<file path="src/rtl/p2c_pkg.sv">
// Package for the polar-to-cartesian (degrees) CORDIC core.
// Holds datapath widths, angle fold constants, the degree arctangent table
// and the vector type passed between rotation stages. No dependencies.
package p2c_pkg;

  localparam int unsigned MAG_W     = 16;
  localparam int unsigned ANG_W     = 16;
  localparam int unsigned RES_W     = 14;   // folded angle, +-90 degrees in 1/64 units
  localparam int unsigned OUT_W     = 17;
  localparam int unsigned XY_W      = 27;
  localparam int unsigned Z_W       = 26;
  localparam int unsigned GAIN_W    = 30;
  localparam int unsigned PROD_W    = MAG_W + GAIN_W + 1;
  localparam int unsigned TABLE_LEN = 24;

  localparam logic [GAIN_W-1:0]       INV_GAIN_Q30 = 30'd652032874;
  localparam logic signed [ANG_W-1:0] QUARTER_TURN = 16'sd5760;
  localparam logic signed [ANG_W-1:0] HALF_TURN    = 16'sd11520;
  localparam logic signed [ANG_W-1:0] FULL_TURN    = 16'sd23040;
  localparam int                      OUT_MAX      = 65535;

  // atan(2^-i) in degrees, scaled by 2^16
  localparam logic signed [Z_W-1:0] ATAN_DEG_Q16 [TABLE_LEN] = '{
    26'sd2949120, 26'sd1740967, 26'sd919879, 26'sd466945,
    26'sd234379,  26'sd117304,  26'sd58666,  26'sd29335,
    26'sd14668,   26'sd7334,    26'sd3667,   26'sd1833,
    26'sd917,     26'sd458,     26'sd229,    26'sd115,
    26'sd57,      26'sd29,      26'sd14,     26'sd7,
    26'sd4,       26'sd2,       26'sd1,      26'sd0
  };

  typedef struct packed {
    logic signed [XY_W-1:0] x;
    logic signed [XY_W-1:0] y;
    logic signed [Z_W-1:0]  z;
    logic                   neg;
  } p2c_vec_t;

endpackage

</file>
<file path="src/rtl/p2c_rot_stage.sv">
// One registered CORDIC rotation stage with a fixed shift.
// Depends on p2c_pkg for the vector type and the arctangent table.
module p2c_rot_stage #(
  parameter int unsigned SHIFT = 0
) (
  input  logic              clk,
  input  logic              rst,
  input  logic              src_valid,
  output logic              src_ready,
  input  p2c_pkg::p2c_vec_t src_vec,
  output logic              dst_valid,
  input  logic              dst_ready,
  output p2c_pkg::p2c_vec_t dst_vec
);
  import p2c_pkg::*;

  logic signed [XY_W-1:0] dx;
  logic signed [XY_W-1:0] dy;
  p2c_vec_t               rot;

  assign src_ready = !dst_valid || dst_ready;

  always_comb begin
    dx      = src_vec.y >>> SHIFT;
    dy      = src_vec.x >>> SHIFT;
    rot.neg = src_vec.neg;
    if (!src_vec.z[Z_W-1]) begin
      rot.x = src_vec.x - dx;
      rot.y = src_vec.y + dy;
      rot.z = src_vec.z - ATAN_DEG_Q16[SHIFT];
    end else begin
      rot.x = src_vec.x + dx;
      rot.y = src_vec.y - dy;
      rot.z = src_vec.z + ATAN_DEG_Q16[SHIFT];
    end
  end

  always_ff @(posedge clk) begin
    if (rst) begin
      dst_valid <= 1'b0;
    end else if (src_ready) begin
      dst_valid <= src_valid;
    end
  end

  always_ff @(posedge clk) begin
    if (src_ready && src_valid) begin
      dst_vec <= rot;
    end
  end

endmodule

</file>
<file path="config.mk">
export PLATFORM = sky130hd
export DESIGN_NAME = p2c_rot_stage
export DESIGN_NICKNAME = d
export VERILOG_FILES = /design/src/rtl/p2c_pkg.sv /design/src/rtl/p2c_rot_stage.sv
export SDC_FILE = /design/constraint.sdc
export NUM_CORES = 1
export LEC_CHECK = 0
export BUFFER_PORTS_ARGS = -buffer_cell sky130_fd_sc_hd__buf_2
export CELL_PAD_IN_SITES_DETAIL_PLACEMENT = 1
export CELL_PAD_IN_SITES_GLOBAL_PLACEMENT = 2
export CORE_ASPECT_RATIO = 1.75
export CORE_MARGIN = 8
export CORE_UTILIZATION = 33
export DETAILED_ROUTE_END_ITERATION = 7
export PLACE_DENSITY = 0.92
export SYNTH_ARGS = -nofsm -noshare
export SYNTH_HDL_FRONTEND = slang
export SYNTH_SLANG_ARGS = --single-unit
</file>
<file path="constraint.sdc">
create_clock -name clk -period 3.8 [get_ports clk]
set_input_delay 0.19 -clock clk [delete_from_list [all_inputs] [get_ports clk]]
set_output_delay 0.19 -clock clk [all_outputs]
set_load 0.01 [all_outputs]
</file>
Word level (Yosys, flattened, before mapping)
Cells that the tools add are included.
{ "word_totals": {"ff_bits": 82, "latch_bits": 0, "ram_bits": 0, "rom_bits": 0, "in_bits": 85, "output_inout_bits": 83, "elab_cells": 14, "mem_count": 0} }
{ "classes": {"add_sub_neg": 5, "n_mul": 0, "n_div": 0, "order_cmp": 0, "n_eq_ne": 0, "n_shift": 0, "n_mux": 1, "n_bitwise": 0, "reduce_logical": 3} }
{ "op_table": {"columns": ["cell", "n"], "rows": [
  ["80-bit 2-to-1 mux", 1],
  ["27-bit subtractor", 2],
  ["27-bit adder", 1],
  ["26-bit by 23-bit adder with 26-bit output, second input constant", 1],
  ["26-bit by 23-bit subtractor with 26-bit output, second input constant", 1],
  ["1-bit logical AND", 1],
  ["1-bit zero test", 1],
  ["1-bit logical OR", 1]
]} }

Logic depth before layout (Yosys ltp)
{ "logic_depth": {"depth_word": 3, "ltp_mapped": 12, "depth_no_buf": 10} }

Worst setup path after synthesis
No wires, ideal clock.
{ "synth_timing": {"kind": "reg2reg", "start": "reg dst_valid", "end": "reg dst_vec[0] (netlist bit) (enable)", "setup_ns": 0.447, "arrival_ns": 2.387, "required_time_ns": 3.353, "path_slack_ns": 0.966, "path_stages_with_launch": 3, "path_buffers": 0, "period_less_slack_ns": 2.834, "path_cell_list": "dfxtp_1 -> nand2b_1 -> and2_1"} }
{ "synth_between": {"elab_chain_cells": 3} }
{ "synth_lines": {"columns": ["element", "line", "text"], "rows": [
  ["from (decl)", "p2c_rot_stage.sv:11", "output logic dst_valid,"],
  ["from (signal assigned)", "p2c_rot_stage.sv:42", "dst_valid <= src_valid;"],
  ["1-bit zero test", "p2c_rot_stage.sv:21", "assign src_ready = !dst_valid || dst_ready;"],
  ["1-bit logical OR", "p2c_rot_stage.sv:21", null],
  ["via src_ready", "p2c_rot_stage.sv:9", "output logic src_ready,"],
  ["1-bit logical AND", "p2c_rot_stage.sv:47", "if (src_ready && src_valid) begin"],
  ["to (signal assigned)", "p2c_rot_stage.sv:48", "dst_vec <= rot;"],
  ["to (decl)", "p2c_rot_stage.sv:13", "output p2c_pkg::p2c_vec_t dst_vec"]
]} }
The timed path passes the listed nets, and every way through them passes these cells.
A chain may end at the register's enable or synchronous reset.

==> results.yml <==
run_status:
  outcome: "completed"
logic_synthesis:
  synthArstFlopShare_pct: 0
  syn_avg_cell_area_um2: 8.91
  ys.flop_type: "edfxtp_1"
  syn-num-nets: 1027
  yosys.area_share.simple_pct: 12.3
  netlist_instances: 852
  syn_area_um2: 7590
  ys_warn_count: 0
  synth_fa_ha_area_share_pct: 15.2
  synth_xor_area_share_pct: 6.69
  synth-compound-area-share_pct: 25.4
  synth-edff-count: 80
  ys_seq_area_share_pct: 31.9
  ys_ff_latch: 81
  muxShareOfSynthArea_pct: 1.71
  synth_top_family_by_area: "compound AO/OA/AOI/OAI gates"
  synth.distinct_cells: 76
power_and_ir_drop:
  p_switching_mw: 1.20
  total_leakage_power_nw: 3.94
  internal_power_mw: 2.16
  pwr-share-comb_pct: 35.3
  pwr-share-clk_pct: 30.1
  seqPwrFrac_pct: 34.6
  p_sw_share_pct: 35.7
  cellPowerDensity_nw_per_um2: 370
  peakVddDrop_mv: 0.243
worst_setup_path:
  cp_slowest_stage_delay_ns: 1.15
  r2r-end: "dst_vec[68]"
  cp_num_buf_inv: 3
  crit_path_start_kind: "input port"
  slowest_stage: "a2111oi_0"
  worstPathCellList: "buf_2 > inv_1 > ha_1 > nand4_1 > a2111oi_0 > buf_4 > o211ai_1 > a21oi_1 > a21boi_1 > o22ai_1 > xnor2_1"
  crit_family: "compound AO/OA/AOI/OAI gates"
  critical_path.max_fanout: 10
  worstPathRequired_ns: 3.89
  crit_arrival_ns: 3.34
  crit_type: "input port to flop"
  ff2ff_setup_slack_ns: 2.07
  startpoint: "src_vec[44]"
  r2r.worst_path.cells: 2
  r2r_start: "dst_valid"
  cp-end-kind: "flop"
drt:
  dr_total_vias: 6990
  wl_per_cell_um: 21.0
  dr.pass1.iters: 4
  drtIter0Drc: 361
  drc: 0
  top_layer_used: "met4"
  wl_met3_um: 918
  wl_met2_um: 15800
  wl_um: 27500
  m1WireLength_um: 9050
  viasPerCell: 5.34
  ant_nets: 0
timing:
  drv_slew: 0
  rsz0062_at_grt: "false"
  fin_crit_ns: 3.25
  setup_tns_ns: 0
  fmax_mhz: 308
  fin_crit_sh_pct: 85.5
  tightest_slew_ns: 1.28
  skew_ns: 0.00780
  relSlewSlack_pct: 12.3
  setup_viol: 0
  report.final.hold_viol_count: 0
clock_network:
  clock-root-buffer: "clkbuf_16"
  cts_resized: 0
  post_cts_buffers: 0
  cts_buffer_depth: 2
  cts_tree: "yes"
  clkTransAtPathRegs_ns: 0.07
  cts_buffers: 9
  postCtsHoldBufs: 6
  htreeDepth: 3
  cts_sinks: 81
  clk_latency_ns: 0.35
layout:
  fin_util_pct: 40.0
  antenna_cells: 0
  drive_gt1_share_pct: 21.3
  syn2layout_area_growth_pct: 19.3
  nets: 1180
grt:
  track_usage_pct: 19.3
  grt_max_degree: 81
  antenna_found_initial: 0
  grt_pass1_vias: 7554
  grt_pass1_wl_um: 41500
  gr-total-overflow: 0
min_path:
  hold_path_depth: 1
  min-delay-path-class: "input port to flop"
  min_from: "src_vec[0]"
  holdPathEnd: "dst_vec[0]"
floorplan:
  core_area_um2: 22700
  io_pins: 168
  start_util_pct: 33.5
  die_h_um: 217
  die-area_um2: 28300
  die_width_um: 131
  floorplan.rows: 73
run:
  max-cap-violations: 0
place:
  gp_congestion: 0.908
  place.detailed.hpwl_um: 22700
  portBuffers: 167
layout make-up:
class,count,area (µm²)
Sequential cell,81,2420
Inverter,88,330
Timing Repair Buffer,179,941
Clock buffer,9,225
Multi-Input combinational cell,646,4660
Fill cell,2748,13600
Clock inverter,7,109
Tap cell,300,375
synthesized netlist by cell type (all sizes together), types with 7 or more instances:
cell type	count	area, µm²
o21ai	58	302
a21oi	100	508
nand3	11	55.1
buf	23	133
o21bai	14	105
nor2	69	259
o211ai	15	123
a21o	14	105
o31ai	11	97.6
inv	86	323
a211oi	17	148
ha	86	1080
nand2	47	176
xnor2	43	377
a31oi	7	43.8
nand2b	9	56.3
nor2b	9	56.3
mux2i	13	130
nand4	8	50.1
nor3	19	95.1
xor2	15	131
edfxtp	80	2400
clkbuf	14	52.6
layer usage:
layer,global-route usage (%),vias to the layer above
li1,-,3381
met1,17.7,3328
met2,37.8,200
met3,2.04,81
met4,12.8,0
met5,0,-
worst max-delay path by stage:
stage	to	cells after the start
finish	dst_vec[53]	11
detailed placement	dst_vec[53]	11
global placement	dst_vec[53]	11
floorplan	dst_vec[0]	2
global route	dst_vec[53]	11
CTS	dst_vec[53]	11
layout by cell type (no fill, tap or decap), types with 7 or more instances in the layout:
| cell | count |
|---|---|
| mux2i_1 | 13 |
| nor2b_1 | 9 |
| nor2_1 | 69 |
| nand2_1 | 47 |
| o31ai_1 | 8 |
| a21oi_1 | 98 |
| a21o_1 | 14 |
| buf_2 | 167 |
| xnor2_1 | 43 |
| o21bai_1 | 14 |
| nor3_1 | 19 |
| o211ai_1 | 13 |
| nand3_1 | 11 |
| edfxtp_1 | 80 |
| clkbuf_16 | 9 |
| a31oi_1 | 7 |
| ha_1 | 86 |
| a211oi_1 | 13 |
| inv_1 | 85 |
| xor2_1 | 15 |
| o21ai_0 | 49 |
| nand2b_1 | 9 |
| nand4_1 | 8 |
cell families after synthesis:
| logic type | count (synthesis) |
|---|---|
| adder cells (fa/ha/maj) | 90 |
| buffers and inverters | 125 |
| AND/OR/NAND/NOR | 197 |
| multiplexers | 13 |
| AO/OA/AOI/OAI | 288 |
| XOR/XNOR | 58 |
| flip-flops | 81 |
through the flow:
stage / instances / cell area, µm² / total power [mW] / worst slack, ns / hold WS, ns
finish: 1310 / 9060 / 3.36 / 0.550 / 0.0182
global route: 1310 / 9060 / 3.51 / 0.375 / 0.00577
CTS: 1310 / 9060 / 3.39 / 0.761 / 0.00257
detailed placement: 1288 / 8670 / 2.36 / 0.392 / 0.352
global placement: 1288 / 8670 / 2.34 / 0.378 / 0.344
floorplan: 852 / 7590 / 1.93 / 0.966 / 0.259
worst reg2reg max path: stages, from the launching register on:
cell and delay (ns):
dfxtp_1 0.31, nand2b_1 0.10, and2_4 0.85
sequential cells by signal, summed over array words and instances, names as in the netlist:
name / flops
dst_valid: 1
dst_vec: 80
power groups by stage:
stage	registers (mW)	clock network [mW]	logic, mW
after floorplan	1.24	0	0.692
after global placement	1.18	0	1.16
after detailed placement	1.18	0	1.18
after CTS	1.16	1.03	1.19
after global routing	1.17	1.06	1.29
final	1.16	1.01	1.18
No activity file was read; power rests on OpenSTA's default activity.
